===== src/rtl/msr_pkg.sv =====
// Package for the modular square root block.
// Holds field widths, status codes and the transaction payload structs.
// No dependencies.
package msr_pkg;

	localparam int WIDTH        = 30;
	localparam int SEARCH_LIMIT = 65536;

	localparam logic [1:0] STAT_ZERO    = 2'd0;
	localparam logic [1:0] STAT_NO_ROOT = 2'd1;
	localparam logic [1:0] STAT_TWO     = 2'd2;
	localparam logic [1:0] STAT_INVALID = 2'd3;

	typedef struct packed {
		logic [WIDTH-1:0] value;
		logic [WIDTH-1:0] modulus;
	} msr_req_t;

	typedef struct packed {
		logic [1:0]       status;
		logic [WIDTH-1:0] root_small;
		logic [WIDTH-1:0] root_large;
	} msr_rsp_t;

endpackage


===== src/rtl/modular_square_root.sv =====
// Modular square root by Cipolla's method, top level.
// Depends on msr_pkg (widths, status codes, payload structs).
//
// Usage:
//   Request channel in_valid/in_ready/in_data carries value n and odd prime
//   modulus p. Response channel out_valid/out_ready/out_data carries status
//   and the two roots in ascending order (zero unless status is two roots).
//   One response per request transaction.
// Arithmetic:
//   All multiplications run on one shared modular multiplier: a multiply
//   into a product register, then a restoring reduction that takes one
//   product bit per cycle. Invalid or zero input is answered from the idle
//   state without the multiplier. Otherwise Euler's check costs up to
//   2*WIDTH products, each tried search candidate one product plus another
//   Euler check, and the extension power up to 10*WIDTH products.
// Throughput:
//   One request at a time; in_ready is high only while the sequencer idles.
//   A finished response sits in the output register, so the next request
//   is taken while the receiver stalls; a second response waits in the
//   sequencer until the output register is free.
// Reset:
//   arst_n clears the sequencer and the output valid flag; no response
//   is pending after reset.
module modular_square_root (
	input  logic             clk,
	input  logic             arst_n,
	input  logic             in_valid,
	output logic             in_ready,
	input  msr_pkg::msr_req_t in_data,
	output logic             out_valid,
	input  logic             out_ready,
	output msr_pkg::msr_rsp_t out_data
);
	import msr_pkg::*;

	localparam int W   = WIDTH;
	localparam int MCW = $clog2(2*W+1);
	localparam int AW  = (W > 17) ? W : 17;

	// sequencer state codes
	localparam logic [3:0] ST_IDLE  = 4'd0;
	localparam logic [3:0] ST_WAIT  = 4'd1;
	localparam logic [3:0] ST_PLOOP = 4'd2;
	localparam logic [3:0] ST_PACC  = 4'd3;
	localparam logic [3:0] ST_PSQ   = 4'd4;
	localparam logic [3:0] ST_PSQN  = 4'd5;
	localparam logic [3:0] ST_PEND  = 4'd6;
	localparam logic [3:0] ST_SA    = 4'd7;
	localparam logic [3:0] ST_SD    = 4'd8;
	localparam logic [3:0] ST_XLOOP = 4'd9;
	localparam logic [3:0] ST_X1    = 4'd10;
	localparam logic [3:0] ST_X2    = 4'd11;
	localparam logic [3:0] ST_X3    = 4'd12;
	localparam logic [3:0] ST_X4    = 4'd13;
	localparam logic [3:0] ST_X5    = 4'd14;
	localparam logic [3:0] ST_X6    = 4'd15;

	logic [3:0]       state_q, nxt_q;
	logic [W-1:0]     p_q, n_q, a_q, d_q, e_q;
	logic [W-1:0]     x_re_q, x_im_q, b_re_q, b_im_q;  // acc / base (scalar uses re)
	logic [W-1:0]     t_q, re_new_q;
	logic             srch_q, xsq_q, done_q;
	logic [1:0]       status_q;
	logic [W-1:0]     rs_q, rl_q;
	logic             out_valid_q;
	msr_rsp_t         out_q;

	// shared modular multiplier
	logic [2*W-1:0]   prod_q;
	logic [W-1:0]     rem_q;
	logic [MCW-1:0]   mcnt_q;
	logic             mbusy_q;
	logic             mstart, mdone;
	logic [W-1:0]     mul_x, mul_y;
	logic [W:0]       red_sh, red_sub;

	function automatic logic [W-1:0] add_mod(input logic [W-1:0] u, input logic [W-1:0] v,
			input logic [W-1:0] m);
		logic [W:0] s;
		logic [W:0] r;
		s = {1'b0, u} + {1'b0, v};
		r = s - {1'b0, m};
		add_mod = (s >= {1'b0, m}) ? r[W-1:0] : s[W-1:0];
	endfunction

	// operand selection for the shared multiplier
	logic [W-1:0] xr, xi;
	assign xr = xsq_q ? b_re_q : x_re_q;
	assign xi = xsq_q ? b_im_q : x_im_q;

	always_comb begin
		mstart = 1'b0;
		mul_x  = '0;
		mul_y  = '0;
		case (state_q)
			ST_PLOOP: begin
				mstart = (e_q != '0) && e_q[0];
				mul_x  = x_re_q;
				mul_y  = b_re_q;
			end
			ST_PSQ: begin
				mstart = 1'b1;
				mul_x  = b_re_q;
				mul_y  = b_re_q;
			end
			ST_SA: begin
				mstart = 1'b1;
				mul_x  = a_q;
				mul_y  = a_q;
			end
			ST_X1: begin
				mstart = 1'b1;
				mul_x  = d_q;
				mul_y  = xi;
			end
			ST_X2: begin
				mstart = 1'b1;
				mul_x  = rem_q;
				mul_y  = b_im_q;
			end
			ST_X3: begin
				mstart = 1'b1;
				mul_x  = xr;
				mul_y  = b_re_q;
			end
			ST_X4: begin
				mstart = 1'b1;
				mul_x  = xr;
				mul_y  = b_im_q;
			end
			ST_X5: begin
				mstart = 1'b1;
				mul_x  = xi;
				mul_y  = b_re_q;
			end
			default: begin
				mstart = 1'b0;
			end
		endcase
	end

	// one restoring reduction step per cycle
	assign red_sh  = {rem_q, prod_q[2*W-1]};
	assign red_sub = red_sh - {1'b0, p_q};
	assign mdone   = mbusy_q && (mcnt_q == '0);

	always_ff @(posedge clk or negedge arst_n) begin
		if (!arst_n) begin
			mbusy_q <= 1'b0;
			mcnt_q  <= '0;
		end else if (mstart) begin
			mbusy_q <= 1'b1;
			mcnt_q  <= MCW'(2*W);
		end else if (mbusy_q && mcnt_q != '0) begin
			mcnt_q <= mcnt_q - MCW'(1);
		end else if (mdone) begin
			mbusy_q <= 1'b0;
		end
	end

	always_ff @(posedge clk) begin
		if (mstart) begin
			prod_q <= mul_x * mul_y;
			rem_q  <= '0;
		end else if (mbusy_q && mcnt_q != '0) begin
			prod_q <= {prod_q[2*W-2:0], 1'b0};
			rem_q  <= (red_sh >= {1'b0, p_q}) ? red_sub[W-1:0] : red_sh[W-1:0];
		end
	end

	// sequencer
	logic [W:0]   sd_sum, sd_sub;
	logic [W-1:0] r_other;
	assign sd_sum  = {1'b0, rem_q} + {1'b0, p_q} - {1'b0, n_q};
	assign sd_sub  = sd_sum - {1'b0, p_q};
	assign r_other = p_q - x_re_q;

	assign in_ready = (state_q == ST_IDLE) && !done_q;

	always_ff @(posedge clk or negedge arst_n) begin
		if (!arst_n) begin
			state_q <= ST_IDLE;
			nxt_q   <= ST_IDLE;
			done_q  <= 1'b0;
		end else begin
			if (done_q && (!out_valid_q || out_ready)) begin
				done_q <= 1'b0;
			end
			case (state_q)
				ST_IDLE: begin
					if (in_valid && in_ready) begin
						if (in_data.modulus < W'(3) || !in_data.modulus[0] ||
								in_data.value >= in_data.modulus ||
								in_data.value == '0) begin
							done_q <= 1'b1;
						end else begin
							state_q <= ST_PLOOP;
						end
					end
				end
				ST_WAIT: begin
					if (mdone) begin
						state_q <= nxt_q;
					end
				end
				ST_PLOOP: begin
					if (e_q == '0) begin
						state_q <= ST_PEND;
					end else if (e_q[0]) begin
						state_q <= ST_WAIT;
						nxt_q   <= ST_PACC;
					end else begin
						state_q <= ST_PSQ;
					end
				end
				ST_PACC: state_q <= ST_PSQ;
				ST_PSQ: begin
					state_q <= ST_WAIT;
					nxt_q   <= ST_PSQN;
				end
				ST_PSQN: state_q <= ST_PLOOP;
				ST_PEND: begin
					if (!srch_q) begin
						if (x_re_q != W'(1)) begin
							done_q  <= 1'b1;
							state_q <= ST_IDLE;
						end else begin
							state_q <= ST_SA;
						end
					end else if (x_re_q != W'(1)) begin
						state_q <= ST_XLOOP;
					end else if (a_q == p_q - W'(1) || AW'(a_q) == AW'(SEARCH_LIMIT)) begin
						done_q  <= 1'b1;
						state_q <= ST_IDLE;
					end else begin
						state_q <= ST_SA;
					end
				end
				ST_SA: begin
					state_q <= ST_WAIT;
					nxt_q   <= ST_SD;
				end
				ST_SD: state_q <= ST_PLOOP;
				ST_XLOOP: begin
					if (e_q == '0) begin
						done_q  <= 1'b1;
						state_q <= ST_IDLE;
					end else begin
						state_q <= ST_X1;
					end
				end
				ST_X1: begin
					state_q <= ST_WAIT;
					nxt_q   <= ST_X2;
				end
				ST_X2: begin
					state_q <= ST_WAIT;
					nxt_q   <= ST_X3;
				end
				ST_X3: begin
					state_q <= ST_WAIT;
					nxt_q   <= ST_X4;
				end
				ST_X4: begin
					state_q <= ST_WAIT;
					nxt_q   <= ST_X5;
				end
				ST_X5: begin
					state_q <= ST_WAIT;
					nxt_q   <= ST_X6;
				end
				ST_X6: state_q <= xsq_q ? ST_XLOOP : ST_X1;
				default: state_q <= ST_IDLE;
			endcase
		end
	end

	// datapath registers
	always_ff @(posedge clk) begin
		case (state_q)
			ST_IDLE: begin
				if (in_valid && in_ready) begin
					p_q      <= in_data.modulus;
					n_q      <= in_data.value;
					status_q <= (in_data.modulus < W'(3) || !in_data.modulus[0] ||
							in_data.value >= in_data.modulus) ? STAT_INVALID : STAT_ZERO;
					rs_q     <= '0;
					rl_q     <= '0;
					srch_q   <= 1'b0;
					x_re_q   <= W'(1);
					b_re_q   <= in_data.value;
					e_q      <= in_data.modulus >> 1;
				end
			end
			ST_PACC: x_re_q <= rem_q;
			ST_PSQN: begin
				b_re_q <= rem_q;
				e_q    <= e_q >> 1;
			end
			ST_PEND: begin
				if (!srch_q) begin
					status_q <= STAT_NO_ROOT;
					a_q      <= W'(1);
				end else if (x_re_q != W'(1)) begin
					x_re_q <= W'(1);
					x_im_q <= '0;
					b_re_q <= a_q;
					b_im_q <= W'(1);
					e_q    <= (p_q >> 1) + W'(1);
				end else begin
					a_q <= a_q + W'(1);
				end
			end
			ST_SD: begin
				d_q    <= (sd_sum >= {1'b0, p_q}) ? sd_sub[W-1:0] : sd_sum[W-1:0];
				b_re_q <= (sd_sum >= {1'b0, p_q}) ? sd_sub[W-1:0] : sd_sum[W-1:0];
				x_re_q <= W'(1);
				e_q    <= p_q >> 1;
				srch_q <= 1'b1;
			end
			ST_XLOOP: begin
				if (e_q == '0) begin
					status_q <= STAT_TWO;
					rs_q     <= (x_re_q > r_other) ? r_other : x_re_q;
					rl_q     <= (x_re_q > r_other) ? x_re_q : r_other;
				end
				xsq_q <= !e_q[0];
			end
			ST_X2: t_q <= rem_q;
			ST_X3: t_q <= rem_q;
			ST_X4: re_new_q <= add_mod(rem_q, t_q, p_q);
			ST_X5: t_q <= rem_q;
			ST_X6: begin
				if (xsq_q) begin
					b_re_q <= re_new_q;
					b_im_q <= add_mod(t_q, rem_q, p_q);
					e_q    <= e_q >> 1;
				end else begin
					x_re_q <= re_new_q;
					x_im_q <= add_mod(t_q, rem_q, p_q);
					xsq_q  <= 1'b1;
				end
			end
			default: begin
			end
		endcase
	end

	// output register
	always_ff @(posedge clk or negedge arst_n) begin
		if (!arst_n) begin
			out_valid_q <= 1'b0;
		end else if (done_q && (!out_valid_q || out_ready)) begin
			out_valid_q <= 1'b1;
		end else if (out_ready) begin
			out_valid_q <= 1'b0;
		end
	end

	always_ff @(posedge clk) begin
		if (done_q && (!out_valid_q || out_ready)) begin
			out_q.status     <= status_q;
			out_q.root_small <= rs_q;
			out_q.root_large <= rl_q;
		end
	end

	assign out_valid = out_valid_q;
	assign out_data  = out_q;

	// checks
	a_idle_mul: assert property (@(posedge clk) disable iff (!arst_n)
		(state_q == ST_IDLE) |-> !mbusy_q)
		else $error("multiplier busy while sequencer idles");

	a_rem_range: assert property (@(posedge clk) disable iff (!arst_n)
		mdone |-> (rem_q < p_q))
		else $error("reduced product not below modulus");

	a_zero_roots: assert property (@(posedge clk) disable iff (!arst_n)
		(out_valid_q && out_q.status != STAT_TWO) |->
			(out_q.root_small == '0 && out_q.root_large == '0))
		else $error("nonzero root with single or no root status");

	a_order: assert property (@(posedge clk) disable iff (!arst_n)
		(out_valid_q && out_q.status == STAT_TWO) |-> (out_q.root_small <= out_q.root_large))
		else $error("roots out of order");

	a_busy_no_accept: assert property (@(posedge clk) disable iff (!arst_n)
		mbusy_q |-> !in_ready)
		else $error("request taken while a product is in progress");

endmodule

===== config.mk =====
export PLATFORM = sky130hd
export DESIGN_NAME = modular_square_root
export DESIGN_NICKNAME = d
export VERILOG_FILES = /design/src/rtl/msr_pkg.sv /design/src/rtl/modular_square_root.sv
export SDC_FILE = /design/constraint.sdc
export NUM_CORES = 2
export LEC_CHECK = 0
export BUFFER_PORTS_ARGS = -buffer_cell sky130_fd_sc_hd__buf_4
export CAP_MARGIN = 20
export CORE_UTILIZATION = 50
export DETAILED_ROUTE_END_ITERATION = 10
export PLACE_DENSITY = 0.76
export SLEW_MARGIN = 5
export SYNTH_ARGS = -nofsm -noshare
export SYNTH_HDL_FRONTEND = slang
export SYNTH_SLANG_ARGS = --single-unit
export TNS_END_PERCENT = 30

===== constraint.sdc =====
create_clock -name clk -period 22.2 [get_ports clk]
set_input_delay 4.44 -clock clk [delete_from_list [all_inputs] [get_ports clk]]
set_output_delay 4.44 -clock clk [all_outputs]
set_load 0.05 [all_outputs]

Word-level counts from Yosys, hierarchy flattened --
Cells that the tools add are included.
Operators by class: magnitude comparators 6, mux-type cells 78, reductions and logical operators 50, $add $sub $neg 11, eq/ne operators 31, $mul 1
Operators by type and width (count):
- 30-bit 2-to-1 mux | 27
- 30-bit case mux with 5 select lines | 3
- 30-bit case mux with 2 select lines | 4
- 30-bit case mux with 7 select lines | 1
- 60-bit 2-to-1 mux | 2
- 30-bit case mux with 4 select lines | 1
- 30-bit subtractor | 4
- 31-bit by 30-bit greater-or-equal comparator with 1-bit output | 3
- 30-bit by 30-bit adder with 31-bit output | 2
- 30-bit zero test | 2
- 30-bit by 30-bit multiplier with 60-bit output | 1
- 4-bit case mux with 9 select lines | 1
- 4-bit == test (second input constant) | 8
- 4-bit 2-to-1 mux | 8
- 4-bit case mux with 8 select lines | 1
- 31-bit by 30-bit subtractor with 31-bit output | 1
- 29-bit by 1-bit adder with 30-bit output (second input constant) | 1
- 30-bit by 1-bit adder with 30-bit output (second input constant) | 1
- 30-bit by 17-bit == test with 1-bit output (second input constant) | 1
- 30-bit == test | 1
- 30-bit greater-or-equal comparator | 1
- 30-bit > comparator | 1
- 30-bit by 2-bit less-than comparator with 1-bit output (second input constant) | 1
- 30-bit by 1-bit inequality test with 1-bit output (second input constant) | 1
- 33 further kinds | 100
Word-level totals: bits of input ports 64, register bits after elaboration 563, word-level logic and storage cells 204

Depth between registers and ports, before layout --
depth in word-level cells 8, gate-level depth with buffers 40

Least setup slack after synthesis --
OpenSTA, ideal clock, no wires.
path type register -> register, start register xsq_q, end register prod_q[51], data pin, stages on the path, launching flop included 33, buffers on the path 4, path slack 12818 ps, setup time 268 ps, data required time 21932 ps, data arrival time 9115 ps, period minus slack after synthesis 9382 ps, cells stage by stage edfxtp_1 clkbuf_1 buf_1 mux2i_1 o21ai_0 a221o_1 a221oi_1 clkbuf_1 nor2_1 fa_1 inv_1 fa_1 fa_1 fa_1 inv_1 fa_1 fa_1 fa_1 inv_1 fa_1 inv_1 ha_1 clkbuf_1 nand4_1 or3_1 o211ai_1 a21oi_1 o211a_1 nor4_1 nor3_1 o31ai_1 xnor2_1 o21ai_0
On the way: word-level cells in the longest chain between the ends 4, elaborated cells between the ends (all ways) 6
Ends and longest elaborated chain:
- start, declared | RTL line modular_square_root.sv:62 | logic srch_q, xsq_q, done_q;
- start signal, assigned | RTL line modular_square_root.sv:327 | xsq_q <= !e_q[0];
- 30-bit 2-to-1 mux (on tied branches) | RTL line modular_square_root.sv:89, modular_square_root.sv:88
- 30-bit case mux with 7 select lines or 30-bit case mux with 4 select lines (tied branches) | RTL line modular_square_root.sv:95 | case (state_q)
- 30-bit by 30-bit multiplier with 60-bit output * | RTL line modular_square_root.sv:163 | prod_q <= mul_x * mul_y;
- 60-bit 2-to-1 mux * | RTL line modular_square_root.sv:162 | if (mstart) begin
- end signal, assigned | RTL line modular_square_root.sv:163
- end signal, assigned | RTL line modular_square_root.sv:166 | prod_q <= {prod_q[2*W-2:0], 1'b0};
- end, declared | RTL line modular_square_root.sv:69 | logic [2*W-1:0] prod_q;
Every way passes the cells marked *; elsewhere a longest branch is shown, timed or not. A chain may end at the register's enable or synchronous reset.

Worst setup path after layout --
start register state_q[2], end register prod_q[51], data pin
On the way: word-level cells in the longest chain between the ends 5, elaborated cells between the ends (all ways) 17
Ends and longest elaborated chain:
- start, declared | RTL line modular_square_root.sv:58 | logic [3:0] state_q, nxt_q;
- start signal, assigned | RTL line modular_square_root.sv:203 | state_q <= nxt_q;
- start signal, assigned | RTL line modular_square_root.sv:272 | ST_X6: state_q <= xsq_q ? ST_XLOOP : ST_X1;
- 4-bit == test, or another cell as far along | RTL line modular_square_root.sv:95
- 4-bit OR reduction (no source line) or 2-bit OR reduction (tied branches)
- 30-bit case mux with 4 select lines or 30-bit case mux with 7 select lines (tied branches) | RTL line modular_square_root.sv:95
- 30-bit by 30-bit multiplier with 60-bit output | RTL line modular_square_root.sv:163
- 60-bit 2-to-1 mux * | RTL line modular_square_root.sv:162
Marked as above.

==> flow_metrics.env <==
export IMPL_status="finished clean"
export IMPL_grt_start_max_net_pins=87
export IMPL_worst_slew_pin_tran_ns=1.124
export IMPL_crit_path_max_fo=30
export IMPL_synthesis_instances=7180
export IMPL_area_growth_pct=8.823
export IMPL_number_of_maximum_capacitance_violations=0
export IMPL_grt_pass1_wl_mm=346.1
export IMPL_non_filler_cell_area_final_um2=72210
export IMPL_cts_sink_count=563
export IMPL_min_path_cells=0
export IMPL_slew_violations=0
export IMPL_cts_reportedPaths_clkPinSlew_ns=0.08
export IMPL_core_region_area_um2=131600
export IMPL_drt_drc_violations_left=0
export IMPL_critPathSlowestCell="dfrtp_1"
export IMPL_detail_route_wl_per_cell_um=25.76
export IMPL_postSynthAreaPerCell_um2=9.241
export IMPL_critical_path_max_stage_delay_ns=0.89
export IMPL_timing_final_setup_violations=0
export IMPL_die_area_um2=134200
export IMPL_die_height_um=366.3
export IMPL_dp_hpwl_mm=179.4
export IMPL_r2r_cells=32
export IMPL_tritoncts="yes"
export IMPL_yosys_cell_types_count=83
export IMPL_antenna_violating_nets_remaining=0
export IMPL_detailedRoute_firstPassIterationCount=10
export IMPL_grt_setup_unrepaired="no"
export IMPL_yosys_register_bits=563
export IMPL_seq_area_frac_synth=0.2490
export IMPL_leading_cell_type_in_the_layout_fill_and_taps_excluded="inv_1"
export IMPL_postSynthNetCount=8553
export IMPL_post_route_cells_drive_above_1_share=0.07346
export IMPL_cts_htree_levels=3
export IMPL_cts_setup_buffers=0
export IMPL_port_buffer_count=127
export IMPL_type_of_destination_of_the_critical_path="flip-flop"
export IMPL_cts_hold_buffers=0
export IMPL_syn_area_um2=66350
export IMPL_drt_iter0_markers=7696
export IMPL_largest_register_ffs=62
export IMPL_grtUsageTotal=0.3443
export IMPL_floorplan_initialDensity=0.5041
export IMPL_row_count=133
export IMPL_cts_buffers_inserted=68
export IMPL_antenna_found_initial=9
export IMPL_maxSlewHeadroom=0.2506
export IMPL_dpl_cell_area_um2=69890
export IMPL_via_per_inst=6.180
export IMPL_worst_path_most_repeated_cell="fa_1"
export IMPL_synth_ff_type="edfxtp_1"
export IMPL_layoutNonFillerInstCount=9008
export IMPL_placedCellCount=8872
export IMPL_startpoint_type="flip-flop"
export IMPL_cts_repair_resized=0
export IMPL_clk_root_buffer_cell="clkbuf_16"
export IMPL_grt_pass1_vias=55740
export IMPL_worstHoldPathType="flip-flop to flip-flop"
export IMPL_clock_fmax_ghz=0.08580
export IMPL_yosys_warnings=0
export IMPL_dr_total_vias=55670
export IMPL_worst_setup_path_type="flip-flop to flip-flop"
export IMPL_holdWs_ns=0.3923
export IMPL_async_flop_share=0.03020
export IMPL_finalHoldViolCount=0
export IMPL_routabilityCongestion=1.024
export IMPL_wirelength_mm=232.1
export IMPL_final_setup_skew_ns=0.06095
export IMPL_finalNetCount=8560
export IMPL_fin_tns_setup_ns=0
export IMPL_post_route_period_util=0.5250
export IMPL_worst_endpoint_required_ns=22.61
export IMPL_worst_ep_arrival_time_ns=12.07
export IMPL_die_w_um=366.3
export IMPL_clock_latency_at_the_later_pin_of_the_worst_skew_pair_ns=0.72
export IMPL_shortest_period_the_worst_path_allows_ns=11.65
export IMPL_commonest_cells_after_routing_fill_and_taps_aside="inv_1, nand2_1, fa_1"
export IMPL_gr_total_overflow=0
export IMPL_maximum_root_to_sink_buffer_count=3
export IMPL_synth_edff_count=516
export IMPL_pin_count=128
-- synthesized netlist by cell type (11+ instances only) --
cell type	number	area (um^2)
a211oi_1	74	555.5
o21ai_0	257	1286
o21a_1	30	225.2
o2111ai_1	32	280.3
o22ai_1	17	106.4
nor2_1	733	2751
a221oi_1	69	604.3
nor4_1	56	350.3
a21boi_0	15	112.6
dfxtp_1	30	600.6
nand2_1	849	3187
nor2b_1	39	244.0
edfxtp_1	516	15490
a221o_1	78	780.8
a21oi_1	322	1612
dfrtp_1	17	425.4
a22o_1	31	271.5
o211ai_1	18	135.1
xor2_1	93	814.5
a31oi_1	41	256.5
nand4_1	49	306.5
and3_1	38	237.7
a21o_1	145	1089
xnor2_1	197	1725
inv_1	1107	4155
fa_1	815	16320
ha_1	494	6181
o21bai_1	36	270.3
a222oi_1	39	390.4
clkbuf_1	328	1231
mux2_2	31	349.1
nor3_1	75	375.4
nand2b_1	45	281.5
mux2i_1	62	620.6
or3_1	18	112.6
a41oi_1	12	105.1
nand3_1	102	510.5
and2_1	103	644.4
buf_1	20	75.07
o31ai_1	11	82.58
-- routing by layer --
| metal | GRT usage | vias up | wire length [um] | share of wire |
|---|---|---|---|---|
| met3 | 0.09867 | 753 | 31080 | 0.13 |
| li1 | - | 24090 | - | - |
| met4 | 0.2033 | 2 | 15320 | 0.066 |
| met1 | 0.4491 | 27200 | 87390 | 0.38 |
| met2 | 0.5091 | 3628 | 98280 | 0.42 |
| met5 | 0 | - | 22 | 0.000095 |
-- per-stage QoR --
| step | worst slack [ns] | utilization |
|---|---|---|
| 4_1_cts | 10.88 | 0.5483 |
| 5_1_grt | 10.14 | 0.5483 |
| 3_5_place_dp | 10.93 | 0.5309 |
| 2_1_floorplan | 12.82 | - |
| 6_report | 10.55 | 0.5486 |
| 3_3_place_gp | 11.08 | 0.5308 |
-- critical path, delay by kind of cell (launching register included) --
family	cells	cell delay, ns
AO/OA/AOI/OAI	8	2.09
XOR/XNOR	1	0.15
adder cells (fa/ha/maj)	9	4.49
buffers and inverters	6	0.45
flip-flops	1	0.89
AND/OR/NAND/NOR	8	3.24
-- path summary, 6_finish.rpt --
kind	from	endpoint	slack (ns)
max in group asynchronous	arst_n	nxt_q[0]	18.27
min in group asynchronous	arst_n	mcnt_q[4]	3.64
min	rl_q[16]	out_data[16]	0.39
max	state_q[2]	prod_q[51]	10.55
max reg2reg	state_q[2]	prod_q[51]	10.55
min reg2reg	rl_q[16]	out_data[16]	0.39
-- cell type report --
class | instances | area, um^2
Tap cell | 1755 | 2196
Inverter | 1107 | 4155
Fill cell | 11570 | 59420
Timing Repair Buffer | 291 | 2192
Multi-Input combinational cell | 5156 | 44820
Clock inverter | 41 | 459.2
Antenna cell | 11 | 27.53
Sequential cell | 563 | 16520
Clock buffer | 84 | 1833
-- cell families after synthesis --
group / count (synthesis) / synth area share
buffers and inverters: 1461 / 0.08286
flip-flops: 563 / 0.2490
AO/OA/AOI/OAI: 1305 / 0.1335
AND/OR/NAND/NOR: 2150 / 0.1408
adder cells (fa/ha/maj): 1309 / 0.3390
multiplexers: 102 / 0.01648
XOR/XNOR: 290 / 0.03828
Power is not shown: default switching activity piles up to over one toggle a cycle in this logic, so the estimate is an artifact.
